===== src/rtl/core/sdi_pkg.sv =====
// Types, codes and command frame table for the SD card SPI init sequencer.
package sdi_pkg;

  typedef struct packed {
    logic       start_req;
    logic [7:0] rx_byte;
  } sdi_in_t;

  typedef struct packed {
    logic       exchange;
    logic [7:0] tx_byte;
    logic       cs_level;
    logic       cs_pulse;
    logic       done_res;
    logic [3:0] card_type;
  } sdi_out_t;

  typedef enum logic [4:0] {
    P_IDLE    = 5'd0,
    P_DUMMY   = 5'd1,
    P_DISCARD = 5'd2,
    P_READY   = 5'd3,
    P_FRAME   = 5'd4,
    P_RESP    = 5'd5,
    P_TRAILER = 5'd6,
    P_RELEASE = 5'd7,
    K_CMD0    = 5'd8,
    K_CMD8    = 5'd9,
    K_R7      = 5'd10,
    K_HCS     = 5'd11,
    K_CMD58   = 5'd12,
    K_OCR     = 5'd13,
    K_PROBE   = 5'd14,
    K_V1      = 5'd15,
    K_MMC     = 5'd16,
    K_CMD16   = 5'd17
  } phase_t;

  typedef enum logic [3:0] {
    SEL_CMD0        = 4'd0,
    SEL_CMD8        = 4'd1,
    SEL_PRE_HCS     = 4'd2,
    SEL_ACMD41_HCS  = 4'd3,
    SEL_PRE_ZERO    = 4'd4,
    SEL_ACMD41_ZERO = 4'd5,
    SEL_CMD1        = 4'd6,
    SEL_CMD16       = 4'd7,
    SEL_CMD58       = 4'd8
  } cmd_sel_t;

  // follow-up action chosen while handling a response
  typedef enum logic [2:0] {
    ACT_NONE,
    ACT_CMD,
    ACT_TRAILER,
    ACT_FINISH,
    ACT_LOOP,
    ACT_RETRY
  } act_t;

  localparam logic [1:0] REG_INIT_RETRY = 2'd0;
  localparam logic [1:0] REG_READY_WAIT = 2'd1;
  localparam logic [1:0] REG_DUMMY_CNT  = 2'd2;
  localparam logic [1:0] REG_RESP_POLL  = 2'd3;

  localparam logic [15:0] INIT_RETRY_RST = 16'd25000;
  localparam logic [15:0] READY_WAIT_RST = 16'd2500;
  localparam logic [7:0]  DUMMY_CNT_RST  = 8'd50;
  localparam logic [3:0]  RESP_POLL_RST  = 4'd10;

  localparam logic [7:0] BYTE_IDLE = 8'hFF;
  localparam logic [7:0] R7_VOLT   = 8'h01;
  localparam logic [7:0] R7_CHECK  = 8'hAA;
  localparam logic [2:0] FRAME_LEN = 3'd6;

  localparam logic [3:0] TYPE_NONE  = 4'h0;
  localparam logic [3:0] TYPE_MMC   = 4'h1;
  localparam logic [3:0] TYPE_SDV1  = 4'h2;
  localparam logic [3:0] TYPE_SDV2  = 4'h4;
  localparam logic [3:0] TYPE_SDV2B = 4'hC;

  localparam sdi_out_t RES_IDLE = '{exchange: 1'b0, tx_byte: 8'h00, cs_level: 1'b1,
                                    cs_pulse: 1'b0, done_res: 1'b0, card_type: 4'h0};

  function automatic sdi_out_t mk_emit(input logic [7:0] tx, input logic cs,
                                       input logic pulse);
    sdi_out_t r;
    r           = RES_IDLE;
    r.exchange  = 1'b1;
    r.tx_byte   = tx;
    r.cs_level  = cs;
    r.cs_pulse  = pulse;
    return r;
  endfunction

  // six-byte command frames; out-of-range selects fall back to CMD0
  function automatic logic [7:0] frame_byte(input cmd_sel_t sel, input logic [2:0] idx);
    logic [47:0] f;
    logic [7:0]  b;
    unique case (sel)
      SEL_CMD8:        f = 48'h48_00_00_01_AA_87;
      SEL_PRE_HCS:     f = 48'h77_00_00_00_00_01;
      SEL_ACMD41_HCS:  f = 48'h69_40_00_00_00_01;
      SEL_PRE_ZERO:    f = 48'h77_00_00_00_00_01;
      SEL_ACMD41_ZERO: f = 48'h69_00_00_00_00_01;
      SEL_CMD1:        f = 48'h41_00_00_00_00_01;
      SEL_CMD16:       f = 48'h50_00_00_02_00_01;
      SEL_CMD58:       f = 48'h7A_00_00_00_00_01;
      default:         f = 48'h40_00_00_00_00_95;
    endcase
    unique case (idx)
      3'd0:    b = f[47:40];
      3'd1:    b = f[39:32];
      3'd2:    b = f[31:24];
      3'd3:    b = f[23:16];
      3'd4:    b = f[15:8];
      default: b = f[7:0];
    endcase
    return b;
  endfunction

endpackage


===== src/rtl/core/sd_card_spi_init_sequencer_top.sv =====
// SD card SPI-mode init sequencer: config registers, step logic and output skid.
// Results go to the result register, or to the skid entry on a stall. Throughput: one
// input beat per cycle while in_stall is low; the step logic is one pass from the state
// registers to the result register, and a two-entry output buffer absorbs stalls.
// Reset (rst_n low, synchronous): sequencer idle, counters and flags cleared,
// config registers back to 25000 / 2500 / 50 / 10, output buffer empty.
module sd_card_spi_init_sequencer_top (
  input  logic            clk,
  input  logic            rst_n,
  input  logic            in_valid,
  output logic            in_stall,
  input  sdi_pkg::sdi_in_t  in_data,
  output logic            out_valid,
  input  logic            out_stall,
  output sdi_pkg::sdi_out_t out_data,
  input  logic            psel,
  input  logic            penable,
  input  logic            pwrite,
  input  logic [3:0]      paddr,
  input  logic [31:0]     pwdata,
  output logic [31:0]     prdata,
  output logic            pready
);
  import sdi_pkg::*;

  logic [15:0] init_retry_r, ready_wait_r;
  logic [7:0]  dummy_cnt_r;
  logic [3:0]  resp_poll_r;

  phase_t      phase_r, phase_nxt;
  phase_t      ret_phase_r, ret_phase_nxt;
  logic [15:0] retry_cnt_r, retry_cnt_nxt;
  logic [15:0] wait_cnt_r, wait_cnt_nxt;
  logic [2:0]  frame_idx_r, frame_idx_nxt;
  cmd_sel_t    cmd_sel_r, cmd_sel_nxt;
  logic [7:0]  last_resp_r, last_resp_nxt;
  logic [1:0]  trl_idx_r, trl_idx_nxt;
  logic        trl_ok_r, trl_ok_nxt;
  logic [3:0]  det_type_r, det_type_nxt;

  sdi_out_t    res_nxt;
  logic        out_valid_r, skid_valid_r;
  sdi_out_t    out_data_r, skid_data_r;
  logic        in_acc, out_take, cfg_wr;

  // ---------------- config port
  assign pready = 1'b1;
  assign cfg_wr = psel && penable && pwrite;

  always_ff @(posedge clk) begin
    if (!rst_n) begin
      init_retry_r <= INIT_RETRY_RST;
      ready_wait_r <= READY_WAIT_RST;
      dummy_cnt_r  <= DUMMY_CNT_RST;
      resp_poll_r  <= RESP_POLL_RST;
    end else if (cfg_wr) begin
      unique case (paddr[3:2])
        REG_INIT_RETRY: init_retry_r <= pwdata[15:0];
        REG_READY_WAIT: ready_wait_r <= pwdata[15:0];
        REG_DUMMY_CNT:  dummy_cnt_r  <= pwdata[7:0];
        REG_RESP_POLL:  resp_poll_r  <= pwdata[3:0];
        default: ;
      endcase
    end
  end

  always_comb begin
    unique case (paddr[3:2])
      REG_INIT_RETRY: prdata = {16'h0, init_retry_r};
      REG_READY_WAIT: prdata = {16'h0, ready_wait_r};
      REG_DUMMY_CNT:  prdata = {24'h0, dummy_cnt_r};
      REG_RESP_POLL:  prdata = {28'h0, resp_poll_r};
      default:        prdata = 32'h0;
    endcase
  end

  // ---------------- step logic
  always_comb begin
    logic [7:0]  resp;
    logic        tok;
    logic        do_hand;
    logic        do_disp;
    act_t        act;
    cmd_sel_t    a_sel;
    phase_t      a_ret;
    logic [3:0]  a_type;
    logic [15:0] rv;

    phase_nxt     = phase_r;
    ret_phase_nxt = ret_phase_r;
    retry_cnt_nxt = retry_cnt_r;
    wait_cnt_nxt  = wait_cnt_r;
    frame_idx_nxt = frame_idx_r;
    cmd_sel_nxt   = cmd_sel_r;
    last_resp_nxt = last_resp_r;
    trl_idx_nxt   = trl_idx_r;
    trl_ok_nxt    = trl_ok_r;
    det_type_nxt  = det_type_r;
    res_nxt       = RES_IDLE;

    resp    = 8'h00;
    tok     = trl_ok_r;
    do_hand = 1'b0;
    do_disp = 1'b0;
    act     = ACT_NONE;
    a_sel   = SEL_CMD0;
    a_ret   = P_IDLE;
    a_type  = TYPE_NONE;
    rv      = retry_cnt_r;

    if (in_data.start_req) begin
      det_type_nxt = TYPE_NONE;
      wait_cnt_nxt = (dummy_cnt_r != 8'd0) ? {8'h00, dummy_cnt_r} : 16'd1;
      phase_nxt    = P_DUMMY;
      res_nxt      = mk_emit(BYTE_IDLE, 1'b1, 1'b0);
    end else begin
      unique case (phase_r)
        P_DUMMY: begin
          wait_cnt_nxt = wait_cnt_r - 16'd1;
          if (wait_cnt_nxt != 16'd0) begin
            res_nxt = mk_emit(BYTE_IDLE, 1'b1, 1'b0);
          end else begin
            act   = ACT_CMD;
            a_sel = SEL_CMD0;
            a_ret = K_CMD0;
          end
        end
        P_DISCARD: begin
          wait_cnt_nxt = (ready_wait_r != 16'd0) ? ready_wait_r : 16'd1;
          phase_nxt    = P_READY;
          res_nxt      = mk_emit(BYTE_IDLE, 1'b0, 1'b0);
        end
        P_READY: begin
          if (in_data.rx_byte == BYTE_IDLE) begin
            frame_idx_nxt = 3'd0;
            phase_nxt     = P_FRAME;
            res_nxt       = mk_emit(frame_byte(cmd_sel_r, 3'd0), 1'b0, 1'b0);
          end else begin
            wait_cnt_nxt = wait_cnt_r - 16'd1;
            if (wait_cnt_nxt == 16'd0) begin
              // card never went ready: treat as an 0xFF response
              do_hand = 1'b1;
              resp    = BYTE_IDLE;
            end else begin
              res_nxt = mk_emit(BYTE_IDLE, 1'b0, 1'b0);
            end
          end
        end
        P_FRAME: begin
          frame_idx_nxt = frame_idx_r + 3'd1;
          if (frame_idx_nxt < FRAME_LEN) begin
            res_nxt = mk_emit(frame_byte(cmd_sel_r, frame_idx_nxt), 1'b0, 1'b0);
          end else begin
            wait_cnt_nxt = (resp_poll_r != 4'd0) ? {12'h000, resp_poll_r} : 16'd1;
            phase_nxt    = P_RESP;
            res_nxt      = mk_emit(BYTE_IDLE, 1'b0, 1'b0);
          end
        end
        P_RESP: begin
          wait_cnt_nxt = wait_cnt_r - 16'd1;
          if (in_data.rx_byte[7] && wait_cnt_nxt != 16'd0) begin
            res_nxt = mk_emit(BYTE_IDLE, 1'b0, 1'b0);
          end else begin
            do_hand = 1'b1;
            resp    = in_data.rx_byte;
          end
        end
        P_TRAILER: begin
          if (ret_phase_r == K_OCR) begin
            if (trl_idx_r == 2'd0) tok = in_data.rx_byte[6];  // CCS bit
          end else begin
            if (trl_idx_r == 2'd2) tok = (in_data.rx_byte == R7_VOLT);
            else if (trl_idx_r == 2'd3) tok = trl_ok_r && (in_data.rx_byte == R7_CHECK);
          end
          trl_ok_nxt = tok;
          if (trl_idx_r == 2'd3) begin
            do_disp = 1'b1;
            resp    = last_resp_r;
          end else begin
            trl_idx_nxt = trl_idx_r + 2'd1;
            res_nxt     = mk_emit(BYTE_IDLE, 1'b0, 1'b0);
          end
        end
        P_RELEASE: begin
          phase_nxt         = P_IDLE;
          res_nxt.done_res  = 1'b1;
          res_nxt.card_type = det_type_r;
        end
        default: phase_nxt = P_IDLE;
      endcase
    end

    // R1 handling; CMD55 with a good response moves on to its ACMD
    if (do_hand) begin
      last_resp_nxt = resp;
      if ((cmd_sel_r == SEL_PRE_HCS || cmd_sel_r == SEL_PRE_ZERO) && resp <= 8'd1) begin
        act   = ACT_CMD;
        a_sel = cmd_sel_t'(cmd_sel_r + 4'd1);
        a_ret = ret_phase_r;
      end else begin
        do_disp = 1'b1;
      end
    end

    if (do_disp) begin
      unique case (ret_phase_r)
        K_CMD0: begin
          if (resp == 8'd1) begin
            act = ACT_CMD; a_sel = SEL_CMD8; a_ret = K_CMD8;
          end else act = ACT_FINISH;
        end
        K_CMD8: begin
          if (resp == 8'd1) begin
            act = ACT_TRAILER; a_ret = K_R7;
          end else begin
            act = ACT_CMD; a_sel = SEL_PRE_ZERO; a_ret = K_PROBE;
          end
        end
        K_R7: begin
          if (tok) begin
            act = ACT_LOOP; a_sel = SEL_PRE_HCS; a_ret = K_HCS;
          end else act = ACT_FINISH;
        end
        K_HCS: begin
          if (resp == 8'd0) begin
            act = ACT_CMD; a_sel = SEL_CMD58; a_ret = K_CMD58;
          end else begin
            act = ACT_RETRY; a_sel = SEL_PRE_HCS; a_ret = K_HCS;
          end
        end
        K_CMD58: begin
          if (resp == 8'd0) begin
            act = ACT_TRAILER; a_ret = K_OCR;
          end else act = ACT_FINISH;
        end
        K_OCR: begin
          act    = ACT_FINISH;
          a_type = tok ? TYPE_SDV2B : TYPE_SDV2;
        end
        K_PROBE: begin
          act = ACT_LOOP;
          if (resp <= 8'd1) begin
            det_type_nxt = TYPE_SDV1; a_sel = SEL_PRE_ZERO; a_ret = K_V1;
          end else begin
            det_type_nxt = TYPE_MMC; a_sel = SEL_CMD1; a_ret = K_MMC;
          end
        end
        K_V1: begin
          if (resp == 8'd0) begin
            act = ACT_CMD; a_sel = SEL_CMD16; a_ret = K_CMD16;
          end else begin
            act = ACT_RETRY; a_sel = SEL_PRE_ZERO; a_ret = K_V1;
          end
        end
        K_MMC: begin
          if (resp == 8'd0) begin
            act = ACT_CMD; a_sel = SEL_CMD16; a_ret = K_CMD16;
          end else begin
            act = ACT_RETRY; a_sel = SEL_CMD1; a_ret = K_MMC;
          end
        end
        K_CMD16: begin
          act    = ACT_FINISH;
          a_type = (resp == 8'd0) ? det_type_r : TYPE_NONE;
        end
        default: act = ACT_FINISH;
      endcase
    end

    // retry loop bookkeeping: a zero count fails the run
    if (act == ACT_LOOP || act == ACT_RETRY) begin
      rv            = (act == ACT_LOOP) ? init_retry_r : retry_cnt_r - 16'd1;
      retry_cnt_nxt = rv;
      if (rv == 16'd0) begin
        act    = ACT_FINISH;
        a_type = TYPE_NONE;
      end else begin
        act = ACT_CMD;
      end
    end

    unique case (act)
      ACT_CMD: begin
        cmd_sel_nxt   = a_sel;
        ret_phase_nxt = a_ret;
        phase_nxt     = P_DISCARD;
        res_nxt       = mk_emit(BYTE_IDLE, 1'b0, 1'b1);
      end
      ACT_TRAILER: begin
        ret_phase_nxt = a_ret;
        trl_idx_nxt   = 2'd0;
        trl_ok_nxt    = 1'b0;
        phase_nxt     = P_TRAILER;
        res_nxt       = mk_emit(BYTE_IDLE, 1'b0, 1'b0);
      end
      ACT_FINISH: begin
        det_type_nxt = a_type;
        phase_nxt    = P_RELEASE;
        res_nxt      = mk_emit(BYTE_IDLE, 1'b1, 1'b0);
      end
      default: ;
    endcase
  end

  // ---------------- handshake and state registers
  assign in_stall = skid_valid_r;
  assign in_acc   = in_valid && !skid_valid_r;
  assign out_take = out_valid_r && !out_stall;

  always_ff @(posedge clk) begin
    if (!rst_n) begin
      phase_r     <= P_IDLE;
      ret_phase_r <= P_IDLE;
      retry_cnt_r <= 16'd0;
      wait_cnt_r  <= 16'd0;
      frame_idx_r <= 3'd0;
      cmd_sel_r   <= SEL_CMD0;
      last_resp_r <= 8'd0;
      trl_idx_r   <= 2'd0;
      trl_ok_r    <= 1'b0;
      det_type_r  <= TYPE_NONE;
    end else if (in_acc) begin
      phase_r     <= phase_nxt;
      ret_phase_r <= ret_phase_nxt;
      retry_cnt_r <= retry_cnt_nxt;
      wait_cnt_r  <= wait_cnt_nxt;
      frame_idx_r <= frame_idx_nxt;
      cmd_sel_r   <= cmd_sel_nxt;
      last_resp_r <= last_resp_nxt;
      trl_idx_r   <= trl_idx_nxt;
      trl_ok_r    <= trl_ok_nxt;
      det_type_r  <= det_type_nxt;
    end
  end

  // result register plus one skid entry
  always_ff @(posedge clk) begin
    if (!rst_n) begin
      out_valid_r  <= 1'b0;
      skid_valid_r <= 1'b0;
    end else if (skid_valid_r) begin
      if (out_take) begin
        out_valid_r  <= 1'b1;
        skid_valid_r <= 1'b0;
      end
    end else if (in_acc) begin
      if (!out_valid_r || out_take) out_valid_r <= 1'b1;
      else skid_valid_r <= 1'b1;
    end else if (out_take) begin
      out_valid_r <= 1'b0;
    end
  end

  always_ff @(posedge clk) begin
    if (skid_valid_r) begin
      if (out_take) out_data_r <= skid_data_r;
    end else if (in_acc) begin
      if (!out_valid_r || out_take) out_data_r <= res_nxt;
      else skid_data_r <= res_nxt;
    end
  end

  assign out_valid = out_valid_r;
  assign out_data  = out_data_r;

  // ---------------- assertions
  a_skid_behind_out: assert property (@(posedge clk) disable iff (!rst_n)
    skid_valid_r |-> out_valid_r)
    else $error("skid entry held while result register empty");

  a_start_to_dummy: assert property (@(posedge clk) disable iff (!rst_n)
    in_acc && in_data.start_req |=> phase_r == P_DUMMY)
    else $error("start beat did not enter dummy phase");

  a_done_to_idle: assert property (@(posedge clk) disable iff (!rst_n)
    in_acc && res_nxt.done_res |=> phase_r == P_IDLE)
    else $error("done beat left sequencer busy");

  a_done_no_xchg: assert property (@(posedge clk) disable iff (!rst_n)
    out_valid_r |-> !(out_data_r.exchange && out_data_r.done_res))
    else $error("done beat also requests an exchange");

  a_pulse_selected: assert property (@(posedge clk) disable iff (!rst_n)
    out_valid_r && out_data_r.cs_pulse |-> out_data_r.exchange && !out_data_r.cs_level)
    else $error("cs pulse without a selected exchange");

endmodule


===== config.mk =====
export PLATFORM = sky130hd
export DESIGN_NAME = sd_card_spi_init_sequencer_top
export DESIGN_NICKNAME = d
export VERILOG_FILES = /design/src/rtl/core/sdi_pkg.sv /design/src/rtl/core/sd_card_spi_init_sequencer_top.sv
export SDC_FILE = /design/constraint.sdc
export NUM_CORES = 1
export LEC_CHECK = 0
export CAP_MARGIN = 20
export CELL_PAD_IN_SITES_DETAIL_PLACEMENT = 1
export CELL_PAD_IN_SITES_GLOBAL_PLACEMENT = 1
export CORE_MARGIN = 2
export CORE_UTILIZATION = 44
export DETAILED_ROUTE_END_ITERATION = 8
export DONT_BUFFER_PORTS = 1
export PLACE_DENSITY = 0.89
export SYNTH_ARGS = -nofsm -noshare
export SYNTH_HDL_FRONTEND = slang
export SYNTH_SLANG_ARGS = --single-unit

===== constraint.sdc =====
create_clock -name clk -period 4.7 [get_ports clk]
set_input_delay 0.235 -clock clk [delete_from_list [all_inputs] [get_ports clk]]
set_output_delay 0.235 -clock clk [all_outputs]
set_load 0.05 [all_outputs]

==> flow_metrics.env <==
export IMPL_viasPerCell=6.27
export IMPL_crit_path_top_delay_cell="or4_4"
export IMPL_grt_pass1_vias=9400
export IMPL_fin_crit_ns=4.66
export IMPL_ys_seq_area_frac=0.355
export IMPL_final_hold_viol_count=0
export IMPL_slew_violations=0
export IMPL_die_w_um=150
export IMPL_dpl_hpwl_um=21400
export IMPL_grt_max_degree=106
export IMPL_irDropWorstVdd_uv=229
export IMPL_synth_edff_count=32
export IMPL_start_util=0.448
export IMPL_cts_sinks=151
export IMPL_power_leakage_uw=0.00400
export IMPL_grt_ovfl_total=0
export IMPL_slew_headroom=0.325
export IMPL_drcViolationCount=0
export IMPL_cp_slowest_stage_delay_ns=0.58
export IMPL_ioPinCount=103
export IMPL_endpoint_kind="register"
export IMPL_yosysWarnings=0
export IMPL_timing_fmax_mhz=214
export IMPL_cts_tree="built"
export IMPL_async_flop_share=0
export IMPL_hold_worst_slack_ns=0.00837
export IMPL_clk_pin_slew_ns=0.07
export IMPL_cts_root_buffer="clkbuf_16"
export IMPL_yosysTopAreaCellShare=0.253
export IMPL_place_port_buffers=0
export IMPL_htree_levels=4
export IMPL_drive_gt1_frac=0.135
export IMPL_ys_top_cells_by_area="dfxtp_1, edfxtp_1, nand2_1"
export IMPL_nets=1224
export IMPL_route_vias_total=9019
export IMPL_drt_wl_total_um=32700
export IMPL_rows=53
export IMPL_critPathKind="reg2reg"
export IMPL_status="completed"
export IMPL_clock_path_buffers=2
export IMPL_dp_cells=1377
export IMPL_syn2layout_area_growth_pct=13.6
export IMPL_fin_skew_ns=0.0159
export IMPL_path_buf_inv=2
export IMPL_tightest_slew_ns=1.01
export IMPL_synth_distinct_cells=90
export IMPL_power_density_mw_per_mm2=310
export IMPL_hold_path_class="in2reg"
export IMPL_ant_nets=0
export IMPL_synthCells=1130
export IMPL_arrival_ns=5.04
export IMPL_grt_usage=0.287
export IMPL_drt_iter0_drc=644
export IMPL_ys_seq_elements=151
export IMPL_clk_latency_ns=0.45
export IMPL_wl_per_cell_um=22.7
export IMPL_cp_max_fo=8
export IMPL_cp_top_family="simple AND/OR/NAND/NOR gates"
export IMPL_crit_path_start_kind="register"
export IMPL_placeableCoreArea_mm2=0.0210
export IMPL_first_pass_iters=8
export IMPL_synth_area_mm2=0.00941
export IMPL_syn_area_per_cell_um2=8.33
export IMPL_cts_inserted_buffers=17
export IMPL_routabilityCongestion=0.916
export IMPL_setup_ws_ns=0.0362
export IMPL_chipHeight_um=150
export IMPL_synth_main_ff_cell="dfxtp_1"
export IMPL_critical_path_required_ns=5.08
export IMPL_antenna_found_initial=2
export IMPL_pre_cts_ws_ns=-0.0326
export IMPL_yosys_area_top_type="dfxtp_1"
export IMPL_maxCapViolCount=0
export IMPL_grt_first_pass_wirelength_um=51000
export IMPL_setup_violations_final=0
export IMPL_final_cells=1439
export IMPL_crit_chain="inv_1, ha_4, o41ai_1, nand3_1, or4_4, o31ai_4, a21oi_2, a211o_1, or4_4, nand4_4, mux2i_2, and2_4, inv_1, ha_1, or3_1, o21ai_1"
export IMPL_grt_setup_unrepaired="true"
export IMPL_finalCritPeriodShare=0.992
export IMPL_die_area_mm2=0.0226
[flip-flops by register name, indices dropped and copies added (netlist names), 3 cells and up, named ones only]
signal and cells:
init_retry_r 16, out_data 16, skid_data_r 16, last_resp_r 8, dummy_cnt_r 8, wait_cnt_r 16, frame_idx_r 3, phase_r 3
cmd_sel_r 4, ret_phase_r 5, retry_cnt_r 16, ready_wait_r 16, det_type_r 4, resp_poll_r 4
[cell families (layout without fill, tap and decap cells)]
| logic type | after synthesis | after routing | synth area share |
|---|---|---|---|
| and+or+nand+nor | 476 | 476 | 0.264 |
| AOI/OAI and AO/OA | 291 | 291 | 0.208 |
| DFF | 151 | 151 | 0.355 |
| buffers and inverters | 114 | 132 | 0.0581 |
| muxes | 52 | 52 | 0.0645 |
| adders and majority gates | 22 | 22 | 0.0293 |
| xor gates and xnor gates | 22 | 22 | 0.0205 |
| other | 2 | 18 | 0.000798 |
[routing by layer]
metal	up-vias	global-route usage	routed length [um]
li1	4098	-	-
met3	109	0.0552	1950
met5	-	0	12
met2	357	0.512	16500
met4	2	0.120	1250
met1	4453	0.338	13000
[placed cells by master (no fill, tap or decap), types with 18 or more instances in the layout]
cell and count:
a21boi_0 28, a21oi_1 75, and2_1 27, buf_4 48, dfxtp_1 118, dlygate4sd3_1 22, edfxtp_1 32, ha_1 20
inv_1 25, mux2i_1 29, nand2_1 150, nand2b_1 18, nand3_1 31, nor2_1 63, nor2b_1 41, nor3_1 37
nor4_1 23, o21ai_0 55
[repair_timing]
action                                  CTS  global route
endpoints found under the hold margin   106             0
hold buffers                             23             0
endpoints found under the setup margin    1            15
buffers inserted                          1             4
pin swaps                                 1             5
resized for setup                         2            20
[worst paths after layout]
| path | from | to | slack (ns) | cells past startpoint |
|---|---|---|---|---|
| max | wait_cnt_r[1] | register | 0.04 | 16 |
| min | rst_n | det_type_r[0] | 0.008 | 2 |
| max reg2reg | wait_cnt_r[1] | register | 0.04 | 16 |
| min reg2reg | det_type_r[3] | det_type_r[3] | 0.50 | 2 |
[layout make-up]
type | count | area, um^2
fill | 2452 | 10300
clock inverter | 15 | 143
antenna | 1 | 2.50
sequential | 151 | 3340
timing repair buffer | 73 | 634
multi-input combinational | 880 | 5690
inverter | 27 | 104
tap | 275 | 344
clock buffer | 17 | 425
[power by group]
part / total [uW] / switching [uW] / internal, uW
clock: 1380 / 642 / 740
combinational: 498 / 314 / 185
sequential: 1440 / 75.7 / 1360
[synth_stat cells, types with 9 or more instances]
master,n
nand2_1,150
dfxtp_1,119
a21oi_1,76
nor2_1,64
o21ai_0,60
clkbuf_1,55
nor2b_1,42
nor3_1,38
edfxtp_1,32
nand3_1,32
mux2i_1,30
a21boi_0,28
and2_1,28
inv_1,26
nor4_1,24
ha_1,22
a22oi_1,18
buf_4,18
nand2b_1,18
mux2_2,16
or3_1,16
xnor2_1,14
a21o_1,11
a31oi_1,9
nand4_1,9
[stage by stage]
step | area, um^2 | setup TNS (ns) | power [uW] | utilization
after global placement | 9710 | 0 | 1860 | 0.462
after global routing | 10700 | -0.579 | 3410 | 0.508
final | 10700 | 0 | 3320 | 0.508
after detailed placement | 9720 | -0.0326 | 1880 | 0.462
after CTS | 10600 | 0 | 3270 | 0.502
after floorplan | 9480 | 0 | 1800 | -
(Power assumes the default switching activity.)
